<file path="config.mk">
export PLATFORM = sky130hd
export DESIGN_NAME = pnm_pixel_stream_decoder
export DESIGN_NICKNAME = d
export VERILOG_FILES = /design/src/pnm_pkg.sv /design/src/pnm_div.sv /design/src/pnm_ctrl.sv /design/src/pnm_dp.sv /design/src/pnm_pixel_stream_decoder.sv
export VERILOG_INCLUDE_DIRS = /design/src /design/src/src
export SDC_FILE = /design/constraint.sdc
export NUM_CORES = 2
export LEC_CHECK = 0
export BUFFER_PORTS_ARGS = -buffer_cell sky130_fd_sc_hd__buf_2
export CORE_UTILIZATION = 25
export DETAILED_ROUTE_END_ITERATION = 8
export GPL_ROUTABILITY_DRIVEN = 0
export PLACE_DENSITY_LB_ADDON = 0.25
export SLEW_MARGIN = 20
export SYNTH_ARGS = -nofsm -noshare
export SYNTH_HDL_FRONTEND = slang
export SYNTH_HIERARCHICAL = 1
export SYNTH_SLANG_ARGS = --single-unit
</file>
<file path="constraint.sdc">
create_clock -name clk -period 11.4 [get_ports clk]
set_input_delay 1.71 -clock clk [delete_from_list [all_inputs] [get_ports clk]]
set_output_delay 1.71 -clock clk [all_outputs]
set_load 0.01 [all_outputs]
</file>
<file path="src/pnm_pixel_stream_decoder_assert.svh">
// Assertion macros used by the pixel stream decoder datapath.
// Needs a clock and a synchronous active-high reset in scope.
`ifndef PNM_PIXEL_STREAM_DECODER_ASSERT_SVH
`define PNM_PIXEL_STREAM_DECODER_ASSERT_SVH

// same-cycle implication
`define PNM_ASSERT_IMPL(lbl, ck, rs, ante, cons) \
  lbl: assert property (@(posedge ck) disable iff (rs) (ante) |-> (cons)) \
    else $error("pnm assertion failed");

// next-cycle implication
`define PNM_ASSERT_NEXT(lbl, ck, rs, ante, cons) \
  lbl: assert property (@(posedge ck) disable iff (rs) (ante) |=> (cons)) \
    else $error("pnm assertion failed");

`endif

</file>
<file path="src/pnm_pkg.sv">
// Shared types, codes and constants for the pixel stream decoder.
// No dependencies.
`default_nettype none

package pnm_pkg;

  localparam int DIM_BITS = 16;
  localparam int MAXV_W   = 16;
  localparam int ACC_W    = 17;
  localparam int Q_W      = 9;
  localparam int DVD_W    = MAXV_W + Q_W;
  localparam int PROD_W   = 2 * DIM_BITS;
  localparam int LEFT_W   = PROD_W + 1;
  localparam int OUT_W    = 72;
  localparam int ADDR_W   = 5;

  localparam logic [ACC_W-1:0] ACC_SAT = ACC_W'(65536);

  localparam logic [1:0] CMD_DATA  = 2'd0;
  localparam logic [1:0] CMD_END   = 2'd1;
  localparam logic [1:0] CMD_START = 2'd2;

  localparam logic [1:0] FMT_BITMAP = 2'd0;
  localparam logic [1:0] FMT_GREY   = 2'd1;
  localparam logic [1:0] FMT_PIXMAP = 2'd2;

  localparam logic [1:0] ENC_ASCII = 2'd0;
  localparam logic [1:0] ENC_RAW   = 2'd1;
  localparam logic [1:0] ENC_RLE   = 2'd2;

  localparam logic [1:0] KIND_RUN   = 2'd0;
  localparam logic [1:0] KIND_ERROR = 2'd1;
  localparam logic [1:0] KIND_EMPTY = 2'd2;

  localparam logic [1:0] DS_IDLE = 2'd0;
  localparam logic [1:0] DS_RUN  = 2'd1;
  localparam logic [1:0] DS_DONE = 2'd2;
  localparam logic [1:0] DS_FAIL = 2'd3;

  localparam logic [1:0] PH_SKIP = 2'd0;
  localparam logic [1:0] PH_NUM  = 2'd1;
  localparam logic [1:0] PH_NOTE = 2'd2;

  localparam logic [2:0] REG_FORMAT   = 3'd0;
  localparam logic [2:0] REG_ENCODING = 3'd1;
  localparam logic [2:0] REG_WIDTH    = 3'd2;
  localparam logic [2:0] REG_HEIGHT   = 3'd3;
  localparam logic [2:0] REG_MAXVAL   = 3'd4;

  localparam logic [7:0] CH_HASH  = 8'h23;
  localparam logic [7:0] CH_ZERO  = 8'h30;
  localparam logic [7:0] CH_NINE  = 8'h39;
  localparam logic [7:0] CH_SPACE = 8'h20;
  localparam logic [7:0] CH_TAB   = 8'h09;
  localparam logic [7:0] CH_CR    = 8'h0d;
  localparam logic [7:0] CH_LF    = 8'h0a;
  localparam logic [7:0] WHITE    = 8'hff;

  typedef enum logic [3:0] {
    S_IDLE, S_DISPATCH, S_ASC_START, S_SAMPLE, S_SCALE, S_STORE, S_RUN_MUL,
    S_RUN_CHK, S_PUT, S_POS, S_POS_DIV, S_AFTER, S_PACK_PIX, S_FAIL, S_EMPTY,
    S_FINISH
  } state_t;

  typedef enum logic [4:0] {
    OP_NONE, OP_LATCH, OP_START, OP_RELEASE, OP_FAIL_PUT, OP_EMPTY_PUT,
    OP_NOTE_CHK, OP_DIGIT, OP_NUM_END, OP_NUM_BEGIN, OP_NOTE_BEGIN, OP_SV_BYTE,
    OP_SET_BW, OP_DIV_SCALE, OP_STORE, OP_RL_RUN, OP_MUL, OP_CHK, OP_PUT_RUN,
    OP_POS_STEP, OP_DIV_POS, OP_POS_SET, OP_PACK_INIT, OP_PACK_BIT,
    OP_PACK_NEXT, OP_FINISH
  } op_t;

  typedef struct packed {
    logic [1:0]          fmt;
    logic [1:0]          enc;
    logic [DIM_BITS-1:0] width;
    logic [DIM_BITS-1:0] height;
    logic [MAXV_W-1:0]   maxv;
  } cfg_t;

  typedef struct packed {
    logic [1:0] cmd;
    logic [1:0] fmt;
    logic [1:0] enc;
    logic [1:0] phase;
    logic       is_run;
    logic       cfg_ok;
    logic       empty;
    logic       ready;
    logic       c_space;
    logic       c_digit;
    logic       c_hash;
    logic       rl_full;
    logic       comp_last;
    logic       sample_bad;
    logic       div_done;
    logic       put_ok;
    logic       run_one;
    logic       fin;
    logic       pack_end;
  } dp_stat_t;

endpackage

`default_nettype wire

</file>
<file path="src/pnm_div.sv">
// Radix-2 restoring divider, one quotient bit per cycle.
// Uses pnm_pkg; the partial remainder must start below the divisor.
`default_nettype none

module pnm_div (
  input  logic                       clk,
  input  logic                       rst,
  input  logic                       start,
  input  logic [pnm_pkg::DVD_W-1:0]  dividend,
  input  logic [pnm_pkg::MAXV_W-1:0] divisor,
  output logic                       busy,
  output logic [pnm_pkg::Q_W-1:0]    quotient,
  output logic [pnm_pkg::MAXV_W-1:0] remainder
);

  logic [pnm_pkg::MAXV_W-1:0] rem;
  logic [pnm_pkg::Q_W-1:0]    shq;
  logic [pnm_pkg::MAXV_W-1:0] dsr;
  logic [3:0]                 cnt;
  logic [pnm_pkg::MAXV_W:0]   trial;
  logic                       fits;

  assign trial = {rem, shq[pnm_pkg::Q_W-1]};
  assign fits  = trial >= {1'b0, dsr};

  always_ff @(posedge clk) begin
    if (rst) begin
      cnt <= '0;
    end else if (start) begin
      cnt <= 4'(pnm_pkg::Q_W);
    end else if (cnt != '0) begin
      cnt <= cnt - 4'd1;
    end
  end

  always_ff @(posedge clk) begin
    if (start) begin
      rem <= dividend[pnm_pkg::DVD_W-1:pnm_pkg::Q_W];
      shq <= dividend[pnm_pkg::Q_W-1:0];
      dsr <= divisor;
    end else if (cnt != '0) begin
      rem <= fits ? pnm_pkg::MAXV_W'(trial - {1'b0, dsr}) : trial[pnm_pkg::MAXV_W-1:0];
      shq <= {shq[pnm_pkg::Q_W-2:0], fits};
    end
  end

  assign busy      = cnt != '0;
  assign quotient  = shq;
  assign remainder = rem;

endmodule

`default_nettype wire

</file>
<file path="src/pnm_ctrl.sv">
// Sequencer for the pixel stream decoder: steps one transaction through
// lexing, sample check, rescale, run emission and position update. Uses pnm_pkg.
`default_nettype none

module pnm_ctrl (
  input  logic              clk,
  input  logic              rst,
  input  logic              s_tvalid,
  output logic              s_tready,
  input  pnm_pkg::dp_stat_t stat,
  output pnm_pkg::op_t      op
);

  pnm_pkg::state_t state, state_next;
  logic            asc_num;

  assign asc_num = stat.enc == pnm_pkg::ENC_ASCII && stat.phase == pnm_pkg::PH_NUM;

  always_ff @(posedge clk) begin
    if (rst) begin
      state <= pnm_pkg::S_IDLE;
    end else begin
      state <= state_next;
    end
  end

  always_comb begin
    state_next = state;
    unique case (state)
      pnm_pkg::S_IDLE: begin
        if (s_tvalid) state_next = pnm_pkg::S_DISPATCH;
      end
      pnm_pkg::S_DISPATCH: begin
        state_next = pnm_pkg::S_FINISH;
        if (stat.cmd == pnm_pkg::CMD_START) begin
          if (!stat.cfg_ok) state_next = pnm_pkg::S_FAIL;
          else if (stat.empty) state_next = pnm_pkg::S_EMPTY;
        end else if (stat.cmd == pnm_pkg::CMD_DATA && stat.is_run) begin
          if (!stat.ready) state_next = pnm_pkg::S_FAIL;
          else if (stat.enc == pnm_pkg::ENC_ASCII) begin
            if (stat.phase == pnm_pkg::PH_NUM)
              state_next = stat.c_digit ? pnm_pkg::S_FINISH : pnm_pkg::S_SAMPLE;
            else if (stat.phase != pnm_pkg::PH_NOTE)
              state_next = pnm_pkg::S_ASC_START;
          end else if (stat.enc == pnm_pkg::ENC_RLE) begin
            state_next = stat.rl_full ? pnm_pkg::S_RUN_MUL : pnm_pkg::S_SAMPLE;
          end else if (stat.fmt == pnm_pkg::FMT_BITMAP) begin
            state_next = pnm_pkg::S_PACK_PIX;
          end else begin
            state_next = pnm_pkg::S_SAMPLE;
          end
        end else if (stat.cmd == pnm_pkg::CMD_END && stat.is_run) begin
          if (!stat.ready) state_next = pnm_pkg::S_FAIL;
          else if (asc_num) state_next = pnm_pkg::S_SAMPLE;
          else state_next = pnm_pkg::S_FAIL;
        end
      end
      pnm_pkg::S_ASC_START: begin
        if (stat.c_space || stat.c_digit || stat.c_hash) state_next = pnm_pkg::S_FINISH;
        else state_next = pnm_pkg::S_FAIL;
      end
      pnm_pkg::S_SAMPLE: begin
        if (stat.sample_bad) state_next = pnm_pkg::S_FAIL;
        else if (stat.fmt == pnm_pkg::FMT_BITMAP) state_next = pnm_pkg::S_RUN_MUL;
        else state_next = pnm_pkg::S_SCALE;
      end
      pnm_pkg::S_SCALE: begin
        if (stat.div_done) state_next = pnm_pkg::S_STORE;
      end
      pnm_pkg::S_STORE: begin
        if (stat.enc == pnm_pkg::ENC_RLE) state_next = pnm_pkg::S_FINISH;
        else if (stat.fmt == pnm_pkg::FMT_GREY || stat.comp_last)
          state_next = pnm_pkg::S_RUN_MUL;
        else state_next = pnm_pkg::S_AFTER;
      end
      pnm_pkg::S_RUN_MUL: state_next = pnm_pkg::S_RUN_CHK;
      pnm_pkg::S_RUN_CHK: state_next = pnm_pkg::S_PUT;
      pnm_pkg::S_PUT: begin
        if (stat.put_ok) state_next = pnm_pkg::S_POS;
      end
      pnm_pkg::S_POS: begin
        state_next = (stat.fin || stat.run_one) ? pnm_pkg::S_AFTER : pnm_pkg::S_POS_DIV;
      end
      pnm_pkg::S_POS_DIV: begin
        if (stat.div_done) state_next = pnm_pkg::S_AFTER;
      end
      pnm_pkg::S_AFTER: begin
        state_next = pnm_pkg::S_FINISH;
        if (stat.cmd == pnm_pkg::CMD_END) begin
          if (stat.is_run) state_next = pnm_pkg::S_FAIL;
        end else if (stat.cmd == pnm_pkg::CMD_DATA) begin
          if (stat.enc == pnm_pkg::ENC_ASCII) begin
            if (stat.is_run && !stat.c_space) state_next = pnm_pkg::S_ASC_START;
          end else if (stat.enc == pnm_pkg::ENC_RAW && stat.fmt == pnm_pkg::FMT_BITMAP) begin
            if (stat.is_run && !stat.pack_end) state_next = pnm_pkg::S_PACK_PIX;
          end
        end
      end
      pnm_pkg::S_PACK_PIX: state_next = pnm_pkg::S_RUN_MUL;
      pnm_pkg::S_FAIL: begin
        if (stat.put_ok) state_next = pnm_pkg::S_FINISH;
      end
      pnm_pkg::S_EMPTY: begin
        if (stat.put_ok) state_next = pnm_pkg::S_FINISH;
      end
      pnm_pkg::S_FINISH: state_next = pnm_pkg::S_IDLE;
      default: state_next = pnm_pkg::S_IDLE;
    endcase
  end

  always_comb begin
    op       = pnm_pkg::OP_NONE;
    s_tready = 1'b0;
    unique case (state)
      pnm_pkg::S_IDLE: begin
        s_tready = 1'b1;
        op       = pnm_pkg::OP_LATCH;
      end
      pnm_pkg::S_DISPATCH: begin
        if (stat.cmd == pnm_pkg::CMD_START) begin
          op = pnm_pkg::OP_START;
        end else if (stat.cmd == pnm_pkg::CMD_DATA && stat.is_run && stat.ready) begin
          if (stat.enc == pnm_pkg::ENC_ASCII) begin
            if (stat.phase == pnm_pkg::PH_NOTE) op = pnm_pkg::OP_NOTE_CHK;
            else if (stat.phase == pnm_pkg::PH_NUM)
              op = stat.c_digit ? pnm_pkg::OP_DIGIT : pnm_pkg::OP_NUM_END;
          end else if (stat.enc == pnm_pkg::ENC_RLE) begin
            op = stat.rl_full ? pnm_pkg::OP_RL_RUN : pnm_pkg::OP_SV_BYTE;
          end else if (stat.fmt == pnm_pkg::FMT_BITMAP) begin
            op = pnm_pkg::OP_PACK_INIT;
          end else begin
            op = pnm_pkg::OP_SV_BYTE;
          end
        end else if (stat.cmd == pnm_pkg::CMD_END && stat.is_run && stat.ready && asc_num) begin
          op = pnm_pkg::OP_NUM_END;
        end
      end
      pnm_pkg::S_ASC_START: begin
        if (stat.c_digit) op = pnm_pkg::OP_NUM_BEGIN;
        else if (stat.c_hash) op = pnm_pkg::OP_NOTE_BEGIN;
      end
      pnm_pkg::S_SAMPLE: begin
        if (!stat.sample_bad)
          op = (stat.fmt == pnm_pkg::FMT_BITMAP) ? pnm_pkg::OP_SET_BW : pnm_pkg::OP_DIV_SCALE;
      end
      pnm_pkg::S_SCALE:   op = pnm_pkg::OP_NONE;
      pnm_pkg::S_STORE:   op = pnm_pkg::OP_STORE;
      pnm_pkg::S_RUN_MUL: op = pnm_pkg::OP_MUL;
      pnm_pkg::S_RUN_CHK: op = pnm_pkg::OP_CHK;
      pnm_pkg::S_PUT:     op = stat.put_ok ? pnm_pkg::OP_PUT_RUN : pnm_pkg::OP_RELEASE;
      pnm_pkg::S_POS: begin
        op = (stat.fin || stat.run_one) ? pnm_pkg::OP_POS_STEP : pnm_pkg::OP_DIV_POS;
      end
      pnm_pkg::S_POS_DIV: begin
        if (stat.div_done) op = pnm_pkg::OP_POS_SET;
      end
      pnm_pkg::S_AFTER: begin
        if (stat.cmd == pnm_pkg::CMD_DATA && stat.enc == pnm_pkg::ENC_RAW &&
            stat.fmt == pnm_pkg::FMT_BITMAP && stat.is_run && !stat.pack_end)
          op = pnm_pkg::OP_PACK_NEXT;
      end
      pnm_pkg::S_PACK_PIX: op = pnm_pkg::OP_PACK_BIT;
      pnm_pkg::S_FAIL:     op = stat.put_ok ? pnm_pkg::OP_FAIL_PUT : pnm_pkg::OP_RELEASE;
      pnm_pkg::S_EMPTY:    op = stat.put_ok ? pnm_pkg::OP_EMPTY_PUT : pnm_pkg::OP_RELEASE;
      pnm_pkg::S_FINISH:   op = pnm_pkg::OP_FINISH;
      default:             op = pnm_pkg::OP_NONE;
    endcase
  end

endmodule

`default_nettype wire

</file>
<file path="src/pnm_dp.sv">
// Datapath of the pixel stream decoder: decode state, lexer, run position,
// multiplier, shared divider and the output buffer. Uses pnm_pkg, pnm_div.
`default_nettype none
`include "pnm_pixel_stream_decoder_assert.svh"

module pnm_dp (
  input  logic                      clk,
  input  logic                      rst,
  input  pnm_pkg::cfg_t             cfg,
  input  pnm_pkg::op_t              op,
  output pnm_pkg::dp_stat_t         stat,
  input  logic                      s_tvalid,
  input  logic [7:0]                s_tdata,
  input  logic [1:0]                s_tuser,
  output logic                      m_tvalid,
  input  logic                      m_tready,
  output logic [pnm_pkg::OUT_W-1:0] m_tdata,
  output logic [1:0]                m_tuser,
  output logic                      m_tlast
);

  localparam int DB = pnm_pkg::DIM_BITS;

  logic [1:0]              cmd;
  logic [7:0]              byte_in;
  logic [DB-1:0]           col, row;
  logic [pnm_pkg::ACC_W-1:0] acc, sv;
  logic [1:0]              phase, comp, status;
  logic [7:0]              red, green, blue, run_n;
  logic                    fin;
  logic [2:0]              bit_idx, pk_last;
  logic [pnm_pkg::PROD_W-1:0] prod;

  logic                    ob_full, ob_show, ob_last, ob_fin;
  logic [1:0]              ob_kind;
  logic [7:0]              ob_r, ob_g, ob_b, ob_rep;
  logic [DB-1:0]           ob_col, ob_row;

  logic                    div_start, div_busy;
  logic [pnm_pkg::DVD_W-1:0]  div_dvd;
  logic [pnm_pkg::MAXV_W-1:0] div_dsr;
  logic [pnm_pkg::Q_W-1:0]    div_q;
  logic [pnm_pkg::MAXV_W-1:0] div_r;

  logic                    cfg_ok;
  logic [pnm_pkg::ACC_W-1:0] limit;
  logic [19:0]             acc_mul;
  logic [pnm_pkg::LEFT_W-1:0] left;
  logic [DB-1:0]           w_left;
  logic [7:0]              qbyte;
  logic                    bw_bit;

  assign cfg_ok = cfg.fmt != 2'd3 && cfg.enc != 2'd3 &&
                  !(cfg.fmt == pnm_pkg::FMT_BITMAP && cfg.enc == pnm_pkg::ENC_RLE) &&
                  cfg.maxv != '0;
  assign limit   = (cfg.fmt == pnm_pkg::FMT_BITMAP) ? pnm_pkg::ACC_W'(1)
                                                    : pnm_pkg::ACC_W'(cfg.maxv);
  assign acc_mul = 20'({acc, 3'b000}) + 20'({acc, 1'b0}) + 20'(byte_in - pnm_pkg::CH_ZERO);
  assign w_left  = cfg.width - col;
  assign left    = pnm_pkg::LEFT_W'(prod) + pnm_pkg::LEFT_W'(w_left);
  assign qbyte   = div_q[7:0];
  assign bw_bit  = byte_in[3'd7 - bit_idx];

  assign div_start = op == pnm_pkg::OP_DIV_SCALE || op == pnm_pkg::OP_DIV_POS;
  always_comb begin
    if (op == pnm_pkg::OP_DIV_POS) begin
      div_dvd = pnm_pkg::DVD_W'(col) + pnm_pkg::DVD_W'(run_n);
      div_dsr = pnm_pkg::MAXV_W'(cfg.width);
    end else begin
      div_dvd = pnm_pkg::DVD_W'({sv[pnm_pkg::MAXV_W-1:0], 8'h00})
              - pnm_pkg::DVD_W'(sv[pnm_pkg::MAXV_W-1:0]);
      div_dsr = cfg.maxv;
    end
  end

  pnm_div u_div (
    .clk       (clk),
    .rst       (rst),
    .start     (div_start),
    .dividend  (div_dvd),
    .divisor   (div_dsr),
    .busy      (div_busy),
    .quotient  (div_q),
    .remainder (div_r)
  );

  always_comb begin
    stat.cmd        = cmd;
    stat.fmt        = cfg.fmt;
    stat.enc        = cfg.enc;
    stat.phase      = phase;
    stat.is_run     = status == pnm_pkg::DS_RUN;
    stat.cfg_ok     = cfg_ok;
    stat.empty      = cfg.width == '0 || cfg.height == '0;
    stat.ready      = cfg_ok && col < cfg.width && row < cfg.height;
    stat.c_space    = byte_in == pnm_pkg::CH_SPACE ||
                      (byte_in >= pnm_pkg::CH_TAB && byte_in <= pnm_pkg::CH_CR);
    stat.c_digit    = byte_in >= pnm_pkg::CH_ZERO && byte_in <= pnm_pkg::CH_NINE;
    stat.c_hash     = byte_in == pnm_pkg::CH_HASH;
    stat.rl_full    = comp >= ((cfg.fmt == pnm_pkg::FMT_GREY) ? 2'd1 : 2'd3);
    stat.comp_last  = comp == 2'd2;
    stat.sample_bad = sv > limit;
    stat.div_done   = !div_busy;
    stat.put_ok     = !ob_full;
    stat.run_one    = run_n == 8'd1;
    stat.fin        = fin;
    stat.pack_end   = bit_idx == pk_last;
  end

  always_ff @(posedge clk) begin
    if (rst) begin
      col     <= '0;
      row     <= '0;
      acc     <= '0;
      phase   <= pnm_pkg::PH_SKIP;
      comp    <= '0;
      red     <= '0;
      green   <= '0;
      blue    <= '0;
      status  <= pnm_pkg::DS_IDLE;
      cmd     <= '0;
      byte_in <= '0;
      sv      <= '0;
      run_n   <= '0;
      fin     <= 1'b0;
      bit_idx <= '0;
      pk_last <= '0;
      prod    <= '0;
    end else begin
      case (op)
        pnm_pkg::OP_LATCH: begin
          if (s_tvalid) begin
            cmd     <= s_tuser;
            byte_in <= s_tdata;
          end
        end
        pnm_pkg::OP_START: begin
          col   <= '0;
          row   <= '0;
          acc   <= '0;
          phase <= pnm_pkg::PH_SKIP;
          comp  <= '0;
          red   <= '0;
          green <= '0;
          blue  <= '0;
          if (cfg_ok && cfg.width != '0 && cfg.height != '0) status <= pnm_pkg::DS_RUN;
        end
        pnm_pkg::OP_FAIL_PUT:  status <= pnm_pkg::DS_FAIL;
        pnm_pkg::OP_EMPTY_PUT: status <= pnm_pkg::DS_DONE;
        pnm_pkg::OP_NOTE_CHK: begin
          if (byte_in == pnm_pkg::CH_LF) phase <= pnm_pkg::PH_SKIP;
        end
        pnm_pkg::OP_DIGIT: begin
          acc <= (acc_mul > 20'(pnm_pkg::ACC_SAT)) ? pnm_pkg::ACC_SAT
                                                   : acc_mul[pnm_pkg::ACC_W-1:0];
        end
        pnm_pkg::OP_NUM_END: begin
          phase <= pnm_pkg::PH_SKIP;
          sv    <= acc;
        end
        pnm_pkg::OP_NUM_BEGIN: begin
          acc   <= pnm_pkg::ACC_W'(byte_in - pnm_pkg::CH_ZERO);
          phase <= pnm_pkg::PH_NUM;
        end
        pnm_pkg::OP_NOTE_BEGIN: phase <= pnm_pkg::PH_NOTE;
        pnm_pkg::OP_SV_BYTE:    sv <= pnm_pkg::ACC_W'(byte_in);
        pnm_pkg::OP_SET_BW: begin
          red   <= (sv != '0) ? 8'h00 : pnm_pkg::WHITE;
          green <= (sv != '0) ? 8'h00 : pnm_pkg::WHITE;
          blue  <= (sv != '0) ? 8'h00 : pnm_pkg::WHITE;
          run_n <= 8'd1;
        end
        pnm_pkg::OP_STORE: begin
          if (cfg.fmt == pnm_pkg::FMT_GREY) begin
            red   <= qbyte;
            green <= qbyte;
            blue  <= qbyte;
          end else begin
            case (comp)
              2'd0:    red   <= qbyte;
              2'd1:    green <= qbyte;
              default: blue  <= qbyte;
            endcase
          end
          if (cfg.enc == pnm_pkg::ENC_RLE || cfg.fmt == pnm_pkg::FMT_GREY) begin
            comp <= (cfg.enc == pnm_pkg::ENC_RLE) ? comp + 2'd1 : comp;
          end else begin
            comp <= (comp == 2'd2) ? 2'd0 : comp + 2'd1;
          end
          run_n <= 8'd1;
        end
        pnm_pkg::OP_RL_RUN: begin
          comp  <= '0;
          run_n <= (byte_in == '0) ? 8'd1 : byte_in;
        end
        pnm_pkg::OP_MUL: prod <= (cfg.height - DB'(1) - row) * cfg.width;
        pnm_pkg::OP_CHK: begin
          if (pnm_pkg::LEFT_W'(run_n) >= left) begin
            run_n <= left[7:0];
            fin   <= 1'b1;
          end else begin
            fin   <= 1'b0;
          end
        end
        pnm_pkg::OP_POS_STEP: begin
          if (fin) begin
            status <= pnm_pkg::DS_DONE;
          end else if (col + DB'(1) == cfg.width) begin
            col <= '0;
            row <= row + DB'(1);
          end else begin
            col <= col + DB'(1);
          end
        end
        pnm_pkg::OP_POS_SET: begin
          col <= div_r[DB-1:0];
          row <= row + DB'(div_q);
        end
        pnm_pkg::OP_PACK_INIT: begin
          bit_idx <= '0;
          pk_last <= (w_left > DB'(8)) ? 3'd7 : 3'(w_left[2:0] - 3'd1);
        end
        pnm_pkg::OP_PACK_BIT: begin
          red   <= bw_bit ? 8'h00 : pnm_pkg::WHITE;
          green <= bw_bit ? 8'h00 : pnm_pkg::WHITE;
          blue  <= bw_bit ? 8'h00 : pnm_pkg::WHITE;
          run_n <= 8'd1;
        end
        pnm_pkg::OP_PACK_NEXT: bit_idx <= bit_idx + 3'd1;
        default: ;
      endcase
    end
  end

  // output buffer: the newest result is held unshown until the next result
  // or the end of the transaction tells whether it is the last one
  always_ff @(posedge clk) begin
    if (rst) begin
      ob_full <= 1'b0;
      ob_show <= 1'b0;
    end else if (m_tvalid && m_tready) begin
      ob_full <= 1'b0;
      ob_show <= 1'b0;
    end else if (op == pnm_pkg::OP_PUT_RUN || op == pnm_pkg::OP_FAIL_PUT ||
                 op == pnm_pkg::OP_EMPTY_PUT) begin
      ob_full <= 1'b1;
    end else if ((op == pnm_pkg::OP_RELEASE || op == pnm_pkg::OP_FINISH) && ob_full) begin
      ob_show <= 1'b1;
    end
  end

  always_ff @(posedge clk) begin
    if (op == pnm_pkg::OP_PUT_RUN) begin
      ob_kind <= pnm_pkg::KIND_RUN;
      ob_r    <= red;
      ob_g    <= green;
      ob_b    <= blue;
      ob_rep  <= run_n;
      ob_col  <= col;
      ob_row  <= row;
      ob_fin  <= fin;
    end else if (op == pnm_pkg::OP_FAIL_PUT || op == pnm_pkg::OP_EMPTY_PUT) begin
      ob_kind <= (op == pnm_pkg::OP_FAIL_PUT) ? pnm_pkg::KIND_ERROR : pnm_pkg::KIND_EMPTY;
      ob_r    <= '0;
      ob_g    <= '0;
      ob_b    <= '0;
      ob_rep  <= '0;
      ob_col  <= '0;
      ob_row  <= '0;
      ob_fin  <= op == pnm_pkg::OP_EMPTY_PUT;
    end
    if (!ob_show && ob_full) begin
      if (op == pnm_pkg::OP_RELEASE) ob_last <= 1'b0;
      else if (op == pnm_pkg::OP_FINISH) ob_last <= 1'b1;
    end
  end

  assign m_tvalid = ob_show;
  assign m_tuser  = ob_kind;
  assign m_tlast  = ob_last;
  assign m_tdata  = {7'd0, ob_fin, 16'(ob_row), 16'(ob_col), ob_rep, ob_b, ob_g, ob_r};

  `PNM_ASSERT_IMPL(a_put_free, clk, rst,
    op == pnm_pkg::OP_PUT_RUN || op == pnm_pkg::OP_FAIL_PUT || op == pnm_pkg::OP_EMPTY_PUT,
    !ob_full)
  `PNM_ASSERT_IMPL(a_div_idle, clk, rst, div_start, !div_busy)
  `PNM_ASSERT_IMPL(a_show_full, clk, rst, ob_show, ob_full)
  `PNM_ASSERT_NEXT(a_fin_done, clk, rst, op == pnm_pkg::OP_POS_STEP && fin,
    status == pnm_pkg::DS_DONE)

endmodule

`default_nettype wire

</file>
<file path="src/pnm_pixel_stream_decoder.sv">
// Top level of the netpbm pixel body decoder: register file on the APB-style
// port, sequencer and datapath. Uses pnm_pkg, pnm_ctrl, pnm_dp.
//
//   port group   dir   payload
//   s_t*         in    tuser: command[1:0]; tdata: data_byte[7:0]
//   m_t*         out   tuser: result_kind[1:0]; tlast: last_of_step;
//                      tdata: red, green, blue, repeat_count, pixel_column,
//                             pixel_row, image_complete (from bit 0 up)
//   p*           cfg   format@0, encoding@4, width@8, height@12, max_value@16
//
// A pixel run adds the row-offset multiply, clamp, load and position
// step; a rescale or a multi-pixel position update runs on the 9-step
// radix-2 divider. A packed bitmap byte is unpacked one pixel after another.
// rst is synchronous: configuration and decode registers take reset values, decoding goes idle.
// The last result of a transaction waits in the output register while the next
// transaction is taken; any further result stalls until m_tready.
`default_nettype none

module pnm_pixel_stream_decoder (
  input  logic                       clk,
  input  logic                       rst,
  input  logic                       s_tvalid,
  output logic                       s_tready,
  input  logic [7:0]                 s_tdata,   // data_byte
  input  logic [1:0]                 s_tuser,   // command
  output logic                       m_tvalid,
  input  logic                       m_tready,
  output logic [pnm_pkg::OUT_W-1:0]  m_tdata,   // red, green, blue, repeat_count,
                                                // pixel_column, pixel_row, image_complete
  output logic [1:0]                 m_tuser,   // result_kind
  output logic                       m_tlast,
  input  logic                       psel,
  input  logic                       penable,
  input  logic                       pwrite,
  input  logic [pnm_pkg::ADDR_W-1:0] paddr,
  input  logic [31:0]                pwdata,
  output logic [31:0]                prdata,
  output logic                       pready
);

  pnm_pkg::cfg_t     cfg;
  pnm_pkg::op_t      op;
  pnm_pkg::dp_stat_t stat;
  logic              wr_en;
  logic [2:0]        reg_idx;

  assign pready  = 1'b1;
  assign wr_en   = psel && penable && pwrite && pready;
  assign reg_idx = paddr[4:2];

  always_ff @(posedge clk) begin
    if (rst) begin
      cfg.fmt    <= pnm_pkg::FMT_PIXMAP;
      cfg.enc    <= pnm_pkg::ENC_RAW;
      cfg.width  <= '0;
      cfg.height <= '0;
      cfg.maxv   <= pnm_pkg::MAXV_W'(255);
    end else if (wr_en) begin
      unique case (reg_idx)
        pnm_pkg::REG_FORMAT:   cfg.fmt    <= pwdata[1:0];
        pnm_pkg::REG_ENCODING: cfg.enc    <= pwdata[1:0];
        pnm_pkg::REG_WIDTH:    cfg.width  <= pwdata[pnm_pkg::DIM_BITS-1:0];
        pnm_pkg::REG_HEIGHT:   cfg.height <= pwdata[pnm_pkg::DIM_BITS-1:0];
        pnm_pkg::REG_MAXVAL:   cfg.maxv   <= pwdata[pnm_pkg::MAXV_W-1:0];
        default: ;
      endcase
    end
  end

  always_comb begin
    unique case (reg_idx)
      pnm_pkg::REG_FORMAT:   prdata = 32'(cfg.fmt);
      pnm_pkg::REG_ENCODING: prdata = 32'(cfg.enc);
      pnm_pkg::REG_WIDTH:    prdata = 32'(cfg.width);
      pnm_pkg::REG_HEIGHT:   prdata = 32'(cfg.height);
      pnm_pkg::REG_MAXVAL:   prdata = 32'(cfg.maxv);
      default:               prdata = '0;
    endcase
  end

  pnm_ctrl u_ctrl (
    .clk      (clk),
    .rst      (rst),
    .s_tvalid (s_tvalid),
    .s_tready (s_tready),
    .stat     (stat),
    .op       (op)
  );

  pnm_dp u_dp (
    .clk      (clk),
    .rst      (rst),
    .cfg      (cfg),
    .op       (op),
    .stat     (stat),
    .s_tvalid (s_tvalid),
    .s_tdata  (s_tdata),
    .s_tuser  (s_tuser),
    .m_tvalid (m_tvalid),
    .m_tready (m_tready),
    .m_tdata  (m_tdata),
    .m_tuser  (m_tuser),
    .m_tlast  (m_tlast)
  );

endmodule

`default_nettype wire

</file>
==> impl_metrics.py <==
metrics = {
    "logic_synthesis": {
        "ys_warn_count": 6,
        "synth.top_cell.area_share_pct": 17.11,
        "ys_seq_elements": 324,
        "synth_area_leaders": "fa_1, dfxtp_1, edfxtp_1, ha_1, inv_1",
        "async_flop_share_pct": 0,
        "netlist_instances": 4006,
        "synth_edf_count": 107,
        "seq_area_frac_synth_pct": 22.28,
        "synthesis.area_sq_um": 33920,
        "yosys.area.top_type": "fa_1",
        "syn_avg_cell_area_sq_um": 8.468,
        "ys.flop_type": "dfxtp_1",
        "ys_types": 116,
    },
    "cells_and_area": {
        "num-fill-cells": 14430,
        "final_cell_mix": "inv_1, nand2_1, fa_1",
        "layout.cells.most_common": "inv_1",
        "drive_above_1_share_pct": 8.698,
        "finish.instance_area_sq_um": 37860,
        "finalCoreUtilization_pct": 28.26,
        "syn_to_final_growth_pct": 11.60,
        "fin_nets": 4632,
    },
    "worst_setup_path": {
        "cpPeakStageDelay_ps": 710,
        "cp.arrival_ps": 10340,
        "critical_path.most_common_cell": "fa_1",
        "critical_path_buf_inv_count": 5,
        "r2r-start": "cfg[18]$_SDFFE_PP0P_",
        "critPathMaxFanout": 10,
        "critPathRequiredTime_ps": 11840,
        "cp-start-kind": "register",
        "critPathCapture": "u_dp/prod[30]$_SDFFE_PP0N_",
        "critical_path_depth": 33,
        "critPathKind": "reg -> reg",
        "r2r_cells": 33,
        "r2r-end": "u_dp/prod[30]$_SDFFE_PP0N_",
        "crit_path_end_kind": "register",
        "cp_slowest_cell": "nor4_1",
        "r2r_slack_ps": 1510,
        "crit_family": "adder cells",
        "setup.worst_path.start": "cfg[18]$_SDFFE_PP0P_",
    },
    "die": {
        "coreArea_sq_um": 134000,
        "rows": 134,
        "start_util_pct": 25.32,
        "fp.dieArea_sq_um": 137200,
        "die_w_um": 370.4,
        "ios": 164,
        "die_h_um": 370.4,
    },
    "clock_tree": {
        "clock_latency_ps": 590,
        "clkSlewWorstSetupHoldPaths_ps": 60,
        "clk_path_buf_depth": 3,
        "cts-resized-gates": 0,
        "cts_buffers": 40,
        "cts_root_buffer": "clkbuf_16",
        "clock-sinks": 324,
        "cts_tree": "yes",
        "cts-hold-fix-buffers": 0,
        "post_cts.repair.setup_buffers": 0,
        "h-tree-depth": 2,
    },
    "pwr": {
        "ir_drop_mv": 0.1047,
        "power.switching_mw": 3.163,
        "p_clk_share_pct": 20.7,
        "pwr-share-seq_pct": 25.4,
        "switching_share_pct": 46.18,
        "p_leak_nw": 16.12,
        "p_comb_share_pct": 53.9,
        "p_int_mw": 3.686,
        "power_density_nw_per_um2": 180.9,
    },
    "timing": {
        "maxSlewViolCount": 0,
        "worstMarginPinSlew_ps": 1091,
        "relSlewSlack_pct": 26.93,
        "finalHoldViolCount": 0,
        "rsz0062_at_grt": "no",
        "setup_viol": 0,
        "finalClockSkew_ps": 17.36,
        "post-route-period-util_pct": 86.78,
        "period_needed_ps": 9893,
        "achievable-frequency_ghz": 0.1011,
        "tns_ps": 0,
    },
    "global_routing": {
        "grtUsageTotal_pct": 16.38,
        "grt_pass1_vias": 28020,
        "grt_max_degree": 147,
        "grt_pass1_wl_um": 174300,
        "antenna_found_initial": 2,
        "grt_overflow_total": 0,
    },
    "detailed_routing": {
        "wl_per_cell_um": 19.23,
        "drt-total-wl_um": 112300,
        "drtIter0Drc": 2063,
        "via_count": 28090,
        "ant_nets": 0,
        "vias_per_cell": 4.808,
        "drc_errors": 0,
        "dr.pass1.iters": 5,
    },
    "placed_design": {
        "hpwl_um": 86890,
        "port_buffers": 121,
        "placed_area_sq_um": 36410,
    },
    "job": {
        "drv_cap": 0,
    },
    "hold_path": {
        "holdCritPathClass": "reg -> reg",
        "hold_depth": 2,
    },
    "status": {
        "outcome": "completed",
    },
}
## through the flow
stage               hold slack, ps  std cells  total power [mW]  setup slack, ps
floorplan                    436.2       4027             4.300             2860
global placement             449.0       5765             5.430             1445
detailed placement           452.1       5765             5.435             1478
CTS                          463.5       5838             6.891             1403
global route                 484.0       5838             7.342            757.4
finish                       461.5       5841             6.850             1507
## cell usage after synthesis, types with 7 or more instances
library cell    n
or2_2           8
buf_2          26
nand4_1        28
o2bb2ai_1       9
o21ai_0       188
nor2_1        265
o21a_1         41
xor2_1         49
edfxtp_1      107
a31oi_1        17
mux2i_1        69
dfxtp_1       217
o31ai_1        19
a211o_1         7
inv_1         483
nor3_1         99
o31a_1         10
o22ai_1        18
buf_4          36
and3_1         57
a211oi_1       31
xnor2_1       136
a22oi_1        45
fa_1          290
buf_1           7
a21o_1         57
o211ai_1       11
o2111ai_1       7
a2111oi_0      11
nor2b_1        85
mux2_2         16
nor4_1         24
a21oi_1       194
o21ai_1        29
nor3b_1         9
or3_1          30
nand3_1        59
o21bai_1       15
nand2_1       451
and2_1        117
clkbuf_1      135
nand2b_1       64
and4_1          7
or4_1          11
ha_1          249
## tightest hold or removal path, cell delays in order, from the launching register on
cell     delay (ps)
dfxtp_1         310
nand2_1          50
a21oi_1          50
## cell families after synthesis
| group | share of synthesized area [%] |
|---|---|
| and+or+nand+nor | 20.23 |
| AOI/OAI and AO/OA | 14.74 |
| buffers and inverters | 8.431 |
| adders and majority gates | 26.36 |
| DFF | 22.28 |
| xor gates and xnor gates | 4.961 |
| muxes | 2.965 |
| other | 0.03319 |
## routing by layer
metal	wire length, um	share of wire (%)	global-route usage (%)	up-vias
met3	4655	4.1	1.326	106
met1	54430	48	23.67	13800
li1	-	-	-	13520
met2	50120	45	25.85	659
met4	3094	2.8	4.617	0
met5	0	0	0	-
## power by group through the flow
stage	combinational (mW)	clock (mW)	sequential (mW)
floorplan	2.63	0	1.67
global placement	3.67	0	1.76
detailed placement	3.67	0	1.76
CTS	3.70	1.45	1.74
global route	4.08	1.49	1.76
finish	3.69	1.42	1.74
## how the worst min path moves through the flow
stage / startpoint / to / slack (ps)
4_1_cts: u_dp/prod[2]$_SDFFE_PP0N_ / u_dp/prod[2]$_SDFFE_PP0N_ / 460
6_report: u_dp/prod[15]$_SDFFE_PP0N_ / u_dp/prod[15]$_SDFFE_PP0N_ / 460
3_5_place_dp: u_dp/prod[8]$_SDFFE_PP0N_ / u_dp/prod[8]$_SDFFE_PP0N_ / 450
5_1_grt: u_dp/prod[8]$_SDFFE_PP0N_ / u_dp/prod[8]$_SDFFE_PP0N_ / 480
2_1_floorplan: u_dp/prod[8]$_SDFFE_PP0N_ / u_dp/prod[8]$_SDFFE_PP0N_ / 440
3_3_place_gp: u_dp/prod[8]$_SDFFE_PP0N_ / u_dp/prod[8]$_SDFFE_PP0N_ / 450
## flip-flops by register name, summed over array words and instances, names as in the netlist, 9 cells and up
register,flops
u_dp/ob_row,16
u_dp/acc,17
u_dp/ob_col,16
u_dp/u_div/dsr,16
u_dp/u_div/quotient,9
cfg,52
u_dp/col,16
u_dp/prod,32
u_dp/u_div/remainder,16
u_dp/row,16
u_dp/sv,17
## cell type report
cell class	count	area (sq um)	area share, %
multi-input cells	3001	23730	62.67
flip-flops and latches	324	7557	19.96
well taps	1768	2212	5.843
inverters	490	1839	4.858
clock buffers	52	1169	3.087
repair buffers	182	1082	2.859
clock inverters	21	266.5	0.7039
diodes	3	7.507	0.01983
Power figures use the tool's default switching activity.
